==> config.mk <==
export PLATFORM = sky130hd
export DESIGN_NAME = stock_span_monotonic_stack
export DESIGN_NICKNAME = d
export VERILOG_FILES = /design/src/sv/ssms_pkg.sv /design/src/sv/ssms_cell.sv /design/src/sv/ssms_ctrl.sv /design/src/sv/stock_span_monotonic_stack.sv
export SDC_FILE = /design/constraint.sdc
export NUM_CORES = 2
export LEC_CHECK = 0
export ABC_AREA = 1
export BUFFER_PORTS_ARGS = -buffer_cell sky130_fd_sc_hd__buf_2
export CAP_MARGIN = 40
export CELL_PAD_IN_SITES_DETAIL_PLACEMENT = 2
export CELL_PAD_IN_SITES_GLOBAL_PLACEMENT = 2
export CORE_AREA = 5 5 399 401
export CTS_BUF_LIST = sky130_fd_sc_hd__clkbuf_4 sky130_fd_sc_hd__clkbuf_8 sky130_fd_sc_hd__clkbuf_16
export DETAILED_ROUTE_END_ITERATION = 8
export DIE_AREA = 0 0 404 406
export HOLD_SLACK_MARGIN = 0.06
export PLACE_DENSITY_LB_ADDON = 0.1
export SETUP_SLACK_MARGIN = 0.3
export SYNTH_ARGS = -nofsm -noshare
export SYNTH_HDL_FRONTEND = slang
export SYNTH_SLANG_ARGS = --single-unit
==> constraint.sdc <==
create_clock -name clk -period 38 [get_ports clk]
set_clock_uncertainty 0.15 [all_clocks]
set_input_delay 3.8 -clock clk [delete_from_list [all_inputs] [get_ports clk]]
set_output_delay 3.8 -clock clk [all_outputs]
set_load 0.02 [all_outputs]
==> src/sv/ssms_pkg.sv <==
// ssms_pkg: types, constants and enums shared by the stock span stack block.
// No dependencies; every other file in sv/ imports this package.
package ssms_pkg;

  localparam int STACK_DEPTH = 32;
  localparam int SPAN_WIDTH  = 16;
  localparam int PRICE_WIDTH = 32;
  localparam int FILL_W      = $clog2(STACK_DEPTH + 1);

  typedef logic [PRICE_WIDTH-1:0] key_t;
  typedef logic [SPAN_WIDTH-1:0]  span_t;
  typedef logic [FILL_W-1:0]      fill_t;

  localparam span_t SPAN_MAX   = {SPAN_WIDTH{1'b1}};
  localparam fill_t FILL_FULL  = FILL_W'(STACK_DEPTH);
  localparam fill_t FILL_EMPTY = '0;

  typedef struct packed {
    logic signed [PRICE_WIDTH-1:0] price;
    logic                          series_start;
  } in_item_t;

  typedef struct packed {
    span_t span;
    logic  inexact;
  } out_item_t;

  typedef enum logic [1:0] {
    CELL_HOLD,
    CELL_PUSH,
    CELL_POP
  } cell_op_e;

  typedef enum logic {
    ST_IDLE,
    ST_WORK
  } state_e;

  // Command from the controller to the cell chain; key/span enter at the top cell.
  typedef struct packed {
    cell_op_e op;
    key_t     key;
    span_t    span;
  } cell_ctrl_t;

  // Flip the sign bit so an unsigned compare orders signed prices.
  function automatic key_t price_to_key(input logic signed [PRICE_WIDTH-1:0] price);
    key_t k;
    k = key_t'(price);
    k[PRICE_WIDTH-1] = ~k[PRICE_WIDTH-1];
    return k;
  endfunction

endpackage

==> src/sv/ssms_cell.sv <==
// ssms_cell: one stack entry (key, span); shifts down on push, up on pop.
// Depends on ssms_pkg.
module ssms_cell import ssms_pkg::*; (
  input  logic     clk,
  input  cell_op_e op,
  input  key_t     up_key,
  input  span_t    up_span,
  input  key_t     dn_key,
  input  span_t    dn_span,
  output key_t     key,
  output span_t    span
);

  key_t  key_r,  key_nxt;
  span_t span_r, span_nxt;

  always_comb begin
    key_nxt  = key_r;
    span_nxt = span_r;
    case (op)
      CELL_PUSH: begin
        key_nxt  = up_key;
        span_nxt = up_span;
      end
      CELL_POP: begin
        key_nxt  = dn_key;
        span_nxt = dn_span;
      end
      default: begin
        key_nxt  = key_r;
        span_nxt = span_r;
      end
    endcase
  end

  always_ff @(posedge clk) begin
    key_r  <= key_nxt;
    span_r <= span_nxt;
  end

  assign key  = key_r;
  assign span = span_r;

endmodule

==> src/sv/ssms_ctrl.sv <==
// ssms_ctrl: sequencer for the stack chain, fill count, history flag, result register.
// Depends on ssms_pkg.
module ssms_ctrl import ssms_pkg::*; (
  input  logic       clk,
  input  logic       rst_n,
  input  logic       in_valid,
  output logic       in_stall,
  input  in_item_t   in_item,
  output logic       out_valid,
  input  logic       out_stall,
  output out_item_t  out_item,
  input  key_t       top_key,
  input  span_t      top_span,
  output cell_ctrl_t cell_ctrl
);

  state_e    state_r, state_nxt;
  fill_t     fill_r, fill_nxt;
  logic      hist_r, hist_nxt;
  logic      out_valid_r, out_valid_nxt;
  out_item_t out_item_r, out_item_nxt;
  key_t      cur_key_r, cur_key_nxt;
  span_t     count_r, count_nxt;
  logic      sat_r, sat_nxt;

  logic                accept;
  logic                out_free;
  logic                pop_hit;
  logic [SPAN_WIDTH:0] sum;

  assign accept   = in_valid && (state_r == ST_IDLE);
  assign out_free = !out_valid_r || !out_stall;
  assign pop_hit  = (fill_r != FILL_EMPTY) && (top_key <= cur_key_r);
  assign sum      = {1'b0, count_r} + {1'b0, top_span};

  always_comb begin
    state_nxt     = state_r;
    fill_nxt      = fill_r;
    hist_nxt      = hist_r;
    out_valid_nxt = out_valid_r && out_stall;
    out_item_nxt  = out_item_r;
    cur_key_nxt   = cur_key_r;
    count_nxt     = count_r;
    sat_nxt       = sat_r;
    cell_ctrl     = '{op: CELL_HOLD, key: cur_key_r, span: count_r};

    case (state_r)
      ST_IDLE: begin
        if (accept) begin
          cur_key_nxt = price_to_key(in_item.price);
          count_nxt   = span_t'(1);
          sat_nxt     = 1'b0;
          if (in_item.series_start) begin
            fill_nxt = FILL_EMPTY;
            hist_nxt = 1'b0;
          end
          state_nxt = ST_WORK;
        end
      end
      ST_WORK: begin
        if (pop_hit) begin
          // pop one entry and fold its span in, saturating
          cell_ctrl.op = CELL_POP;
          fill_nxt     = fill_r - fill_t'(1);
          if (sum[SPAN_WIDTH]) begin
            count_nxt = SPAN_MAX;
            sat_nxt   = 1'b1;
          end else begin
            count_nxt = sum[SPAN_WIDTH-1:0];
          end
        end else if (out_free) begin
          // push; a full stack drops its bottom entry off the chain
          cell_ctrl.op = CELL_PUSH;
          if (fill_r == FILL_FULL) begin
            hist_nxt = 1'b1;
          end else begin
            fill_nxt = fill_r + fill_t'(1);
          end
          out_valid_nxt        = 1'b1;
          out_item_nxt.span    = count_r;
          out_item_nxt.inexact = sat_r || hist_r || (fill_r == FILL_FULL);
          state_nxt            = ST_IDLE;
        end
      end
      default: begin
        state_nxt = ST_IDLE;
      end
    endcase
  end

  always_ff @(posedge clk) begin
    if (!rst_n) begin
      state_r     <= ST_IDLE;
      fill_r      <= FILL_EMPTY;
      hist_r      <= 1'b0;
      out_valid_r <= 1'b0;
    end else begin
      state_r     <= state_nxt;
      fill_r      <= fill_nxt;
      hist_r      <= hist_nxt;
      out_valid_r <= out_valid_nxt;
    end
  end

  always_ff @(posedge clk) begin
    out_item_r <= out_item_nxt;
    cur_key_r  <= cur_key_nxt;
    count_r    <= count_nxt;
    sat_r      <= sat_nxt;
  end

  assign in_stall  = (state_r != ST_IDLE);
  assign out_valid = out_valid_r;
  assign out_item  = out_item_r;

endmodule

==> src/sv/stock_span_monotonic_stack.sv <==
// stock_span_monotonic_stack: top level; a controller over a chain of stack cells.
// Depends on ssms_pkg, ssms_cell and ssms_ctrl.
//
//   channel | direction | handshake           | payload
//   --------+-----------+---------------------+----------------------------------
//   in_     | input     | in_valid / in_stall   | in_item_t  {price, series_start}
//   out_    | output    | out_valid / out_stall | out_item_t {span, inexact}
//
// An item is taken, then the entries it pops leave one at a time (the chain
// shifts up by one cell for each pop), and then the push loads the result
// register.
// The push waits while a previous result is still stalled on the output.
// Reset (rst_n low, synchronous) empties the stack and clears the history
// flag and the output valid; the cell contents are not reset.
// in_stall is high from the cycle after an item is taken until its push.
module stock_span_monotonic_stack import ssms_pkg::*; (
  input  logic      clk,
  input  logic      rst_n,
  input  logic      in_valid,
  output logic      in_stall,
  input  in_item_t  in_item,
  output logic      out_valid,
  input  logic      out_stall,
  output out_item_t out_item
);

  cell_ctrl_t cell_ctrl;
  key_t       cell_key  [STACK_DEPTH];
  span_t      cell_span [STACK_DEPTH];

  // Sequencer: compares the top cell, counts the fill, owns the result register.
  ssms_ctrl u_ctrl (
    .clk       (clk),
    .rst_n     (rst_n),
    .in_valid  (in_valid),
    .in_stall  (in_stall),
    .in_item   (in_item),
    .out_valid (out_valid),
    .out_stall (out_stall),
    .out_item  (out_item),
    .top_key   (cell_key[0]),
    .top_span  (cell_span[0]),
    .cell_ctrl (cell_ctrl)
  );

  // Cell 0 is the stack top. Push moves every cell one place down (the bottom
  // cell's entry falls off), pop moves every cell one place up.
  for (genvar i = 0; i < STACK_DEPTH; i++) begin : g_cell
    key_t  up_key, dn_key;
    span_t up_span, dn_span;

    if (i == 0) begin : g_top
      assign up_key  = cell_ctrl.key;
      assign up_span = cell_ctrl.span;
    end else begin : g_mid
      assign up_key  = cell_key[i-1];
      assign up_span = cell_span[i-1];
    end

    if (i == STACK_DEPTH - 1) begin : g_bottom
      // Nothing below the bottom: hold what is there, it lies beyond the fill.
      assign dn_key  = cell_key[i];
      assign dn_span = cell_span[i];
    end else begin : g_above
      assign dn_key  = cell_key[i+1];
      assign dn_span = cell_span[i+1];
    end

    ssms_cell u_cell (
      .clk     (clk),
      .op      (cell_ctrl.op),
      .up_key  (up_key),
      .up_span (up_span),
      .dn_key  (dn_key),
      .dn_span (dn_span),
      .key     (cell_key[i]),
      .span    (cell_span[i])
    );
  end

endmodule

==> impl_results.md <==
- First-pass detailed-route iteration total: 8
- Reg2Reg Setup Slack: 29.58 ns
- Vias per cell: 5.16
- Arr. time, crit path: 9.79 ns
- Crit. End Element: flop
- Worst Hold Class: reg -> reg
- Largest cells by area after synthesis: edfxtp_1 71%, o21ai_0 5.4%, a21oi_1 5.3%
- Initial Utilization: 43.7%
- Setup tns final: 0 ns
- Slew @ Worst Pin: 1.05 ns
- Nets: 5953
- Global routing usage on met2: 29.1%
- Crit-path slowest cell: buf_4
- Initial antenna violation count: 1
- Leak Pwr: 27.8 nW
- Critical path depth in cells: 13
- Min cycle time layout: 9.46 ns
- Rel. slew slack: 29.8%
- Fmax: 106 MHz
- Routed len/inst: 18.4 microns
- Cell variety after synth: 45
- I/O pins: 56
- CTS hold repair buffers: 0
- Clock Tree Buf Depth: 3
- Total grt overflow: 0
- VDD IR max: 0.0618 mV
- Finished Layout Cells: 8058
- Fin util: 48.7%
- Chip width: 404 microns
- Placed Cells: 7740
- Synth top area share: 70.9%
- CP Launch Type: input pin
- Design Power: 6.15 mW
- Clock Power Share: 26.8%
- Hold path endpoint: g_cell[31].u_cell.key[16]
- Rows: 145
- Gpl congestion: 0.750
- CP Cell Sequence: buf_2 -> nand2_1 -> nand2_2 -> ha_4 -> buf_4 -> buf_4 -> buf_16 -> buf_12 -> buf_4 -> buf_4 -> buf_16 -> buf_4 -> o21ai_0
- Die height: 406 microns
- Setup repair bufs after CTS: 0
- R2R Path Start: g_cell[0].u_cell.key[31]
- Seq/Total Area, Yosys: 71.2%
- Synthesized net count: 5988
- Slew Limit Fails: 0
- Worst reg2reg endpoint: g_cell[25].u_cell.key[20]
- Grt peak-use layer: met2
- Area post-placement: 0.0701 sq mm
- Total Wirelength: 148 mm
- Final worst-path cycle share: 24.9%
- Synth Flop Type: edfxtp_1
- Largest net degree at the start of global routing: 269
- Core footprint: 0.155 sq mm
- Hold path cells: 0
- Worst hold start: g_cell[30].u_cell.key[16]
- Final WS setup: 28.54 ns
- Design Area, Final: 0.0756 sq mm
- Number of gates resized after cts: 0
- Port Buffers: 55
- GR Layer Usage met3: 2.71%
- Antenna viol nets, final: 0
- Dpl hpwl: 91.8 mm
- Post-Syn Area: 0.0679 sq mm
- Status: complete, no violations
- Post-Syn Instances: 5895
- Switching power total: 1.93 mW
- Setup CP Type: in -> reg
- H-tree lvl count: 4
- Pwr/cell area: 81.4 mW/mm^2
- Clock Latency Late Sink: 0.78 ns
- Clock sinks: 1611
- GRT Util Overall: 17.8%
- Final setup fails: 0
- Top Family by Delay on Critical Path: buffers and inverters
- Area growth syn-to-layout: 11.4%
- Drc violations: 0
- CTS root buf: clkbuf_16
- Crit Path Max Fanout: 268
- Logic gate share of total power: 21.6%
- FF+latch count, synth: 1611
- WP buf/inv: 9
- Flop pwr share: 51.7%
- Clk slew on worst S/H paths: 0.06 ns
- Worst Setup SP: out_stall
- Crit path largest cell delay: 0.76 ns
- Maxcap violations: 0
- Sw Ratio: 31.4%
- Pint: 4.22 mW
- CTS buffer count: 176
- DR iter-0 viols: 3319
- Place WS: 27.77 ns
- Met1 Use GR: 25.5%
- Async set or reset register ratio after synthesis: 0%
- Die area: 0.164 sq mm
- Unrepaired setup endpoints after global routing: false
- CP most frequent cell: buf_4
- Synth area leader: edfxtp_1
- Final hold slack: 0.301 ns
- Yosys warns: 0
- Length in cells of the worst reg-to-reg path: 21
- EDFF count, synth: 1602
- Mean Syn Cell Area: 11.5 sq um
- Global-route wire length before repair: 240 mm
- CP Data Required Time: 38.33 ns
- Total number of vias: 41600
- Number of global-route vias before repair: 44400
- Final Hold Viols: 0
- CTS tree: yes
- Layout cell share with drive strength beyond 1: 8.27%
[cell usage after synthesis, types with 3 or more instances]
cell type	number
a21oi_1	724
a21oi_2	6
a31oi_1	5
buf_1	10
buf_2	177
buf_4	10
clkbuf_1	127
dfxtp_1	9
edfxtp_1	1602
ha_1	54
inv_1	770
mux2_2	80
nand2_1	800
nand2_2	4
nand3_1	10
nor2_1	718
nor2_2	4
o21ai_0	737
o21ai_1	3
or2_2	3
xnor2_1	3
xor2_1	7
[cell type report]
type                       instances  area [sq um]
multi-input combinational       3187         15200
timing repair buffer             112          1130
sequential                      1611         48300
inverter                         772          2910
antenna                            1          2.50
clock inverter                    89           661
fill                           15500         79700
tap                             2058          2570
clock buffer                     228          4850
[power by group through the flow]
stage	Sequential (mW)	Combinational (mW)	Clock (mW)
2_1_floorplan	3.98	0.922	0
5_1_grt	3.25	1.51	1.78
4_1_cts	3.19	1.36	1.70
6_report	3.18	1.33	1.65
3_5_place_dp	3.22	1.34	0
3_3_place_gp	3.17	1.19	0
[flip-flops by register name, summed over array words and instances (netlist names)]
name and cells:
g_cell.u_cell.key 1024, g_cell.u_cell.span 512, u_ctrl.count_r 16, u_ctrl.cur_key_r 32, u_ctrl.fill_r 6, u_ctrl.hist_r 1, u_ctrl.in_stall 1, u_ctrl.out_item 17
u_ctrl.out_valid 1, u_ctrl.sat_r 1
[metal layers]
layer | vias up | part of all wire [%]
met5 | - | 0
met1 | 20900 | 49
met2 | 422 | 47
li1 | 20100 | -
met3 | 175 | 2.9
met4 | 0 | 1.6
[cells by family after synthesis]
kind of cell,count (synthesis),share of synthesized area (%)
mux,80,1.33
fa+ha+maj,56,1.05
flops,1611,71.2
simple gates,1551,8.74
xor+xnor,10,0.129
compound gates,1490,11.1
buf+inv,1097,6.46
[how the worst max path moves through the flow]
stage | endpoint | slack, ns
after floorplan | g_cell[0].u_cell.key[0] | 2.64
after global placement | g_cell[30].u_cell.key[21] | 27.43
after detailed placement | g_cell[25].u_cell.key[20] | 27.77
after CTS | g_cell[22].u_cell.key[19] | 28.60
after global routing | g_cell[25].u_cell.key[20] | 27.99
final | g_cell[25].u_cell.key[20] | 28.54
[cell usage in the layout, fill, tap and decap left out, drive strengths merged, types with 3 or more instances in the layout]
cell,n
or2,3
clkinv,74
nand4,3
dfxtp,9
edfxtp,1602
nor2,723
a21oi,731
xor2,7
clkbuf,228
ha,54
xnor2,3
bufinv,7
nand3,12
nand2,806
mux2,80
o21ai,743
a31oi,5
inv,779
buf,112
Power figures use the tool's default switching activity.
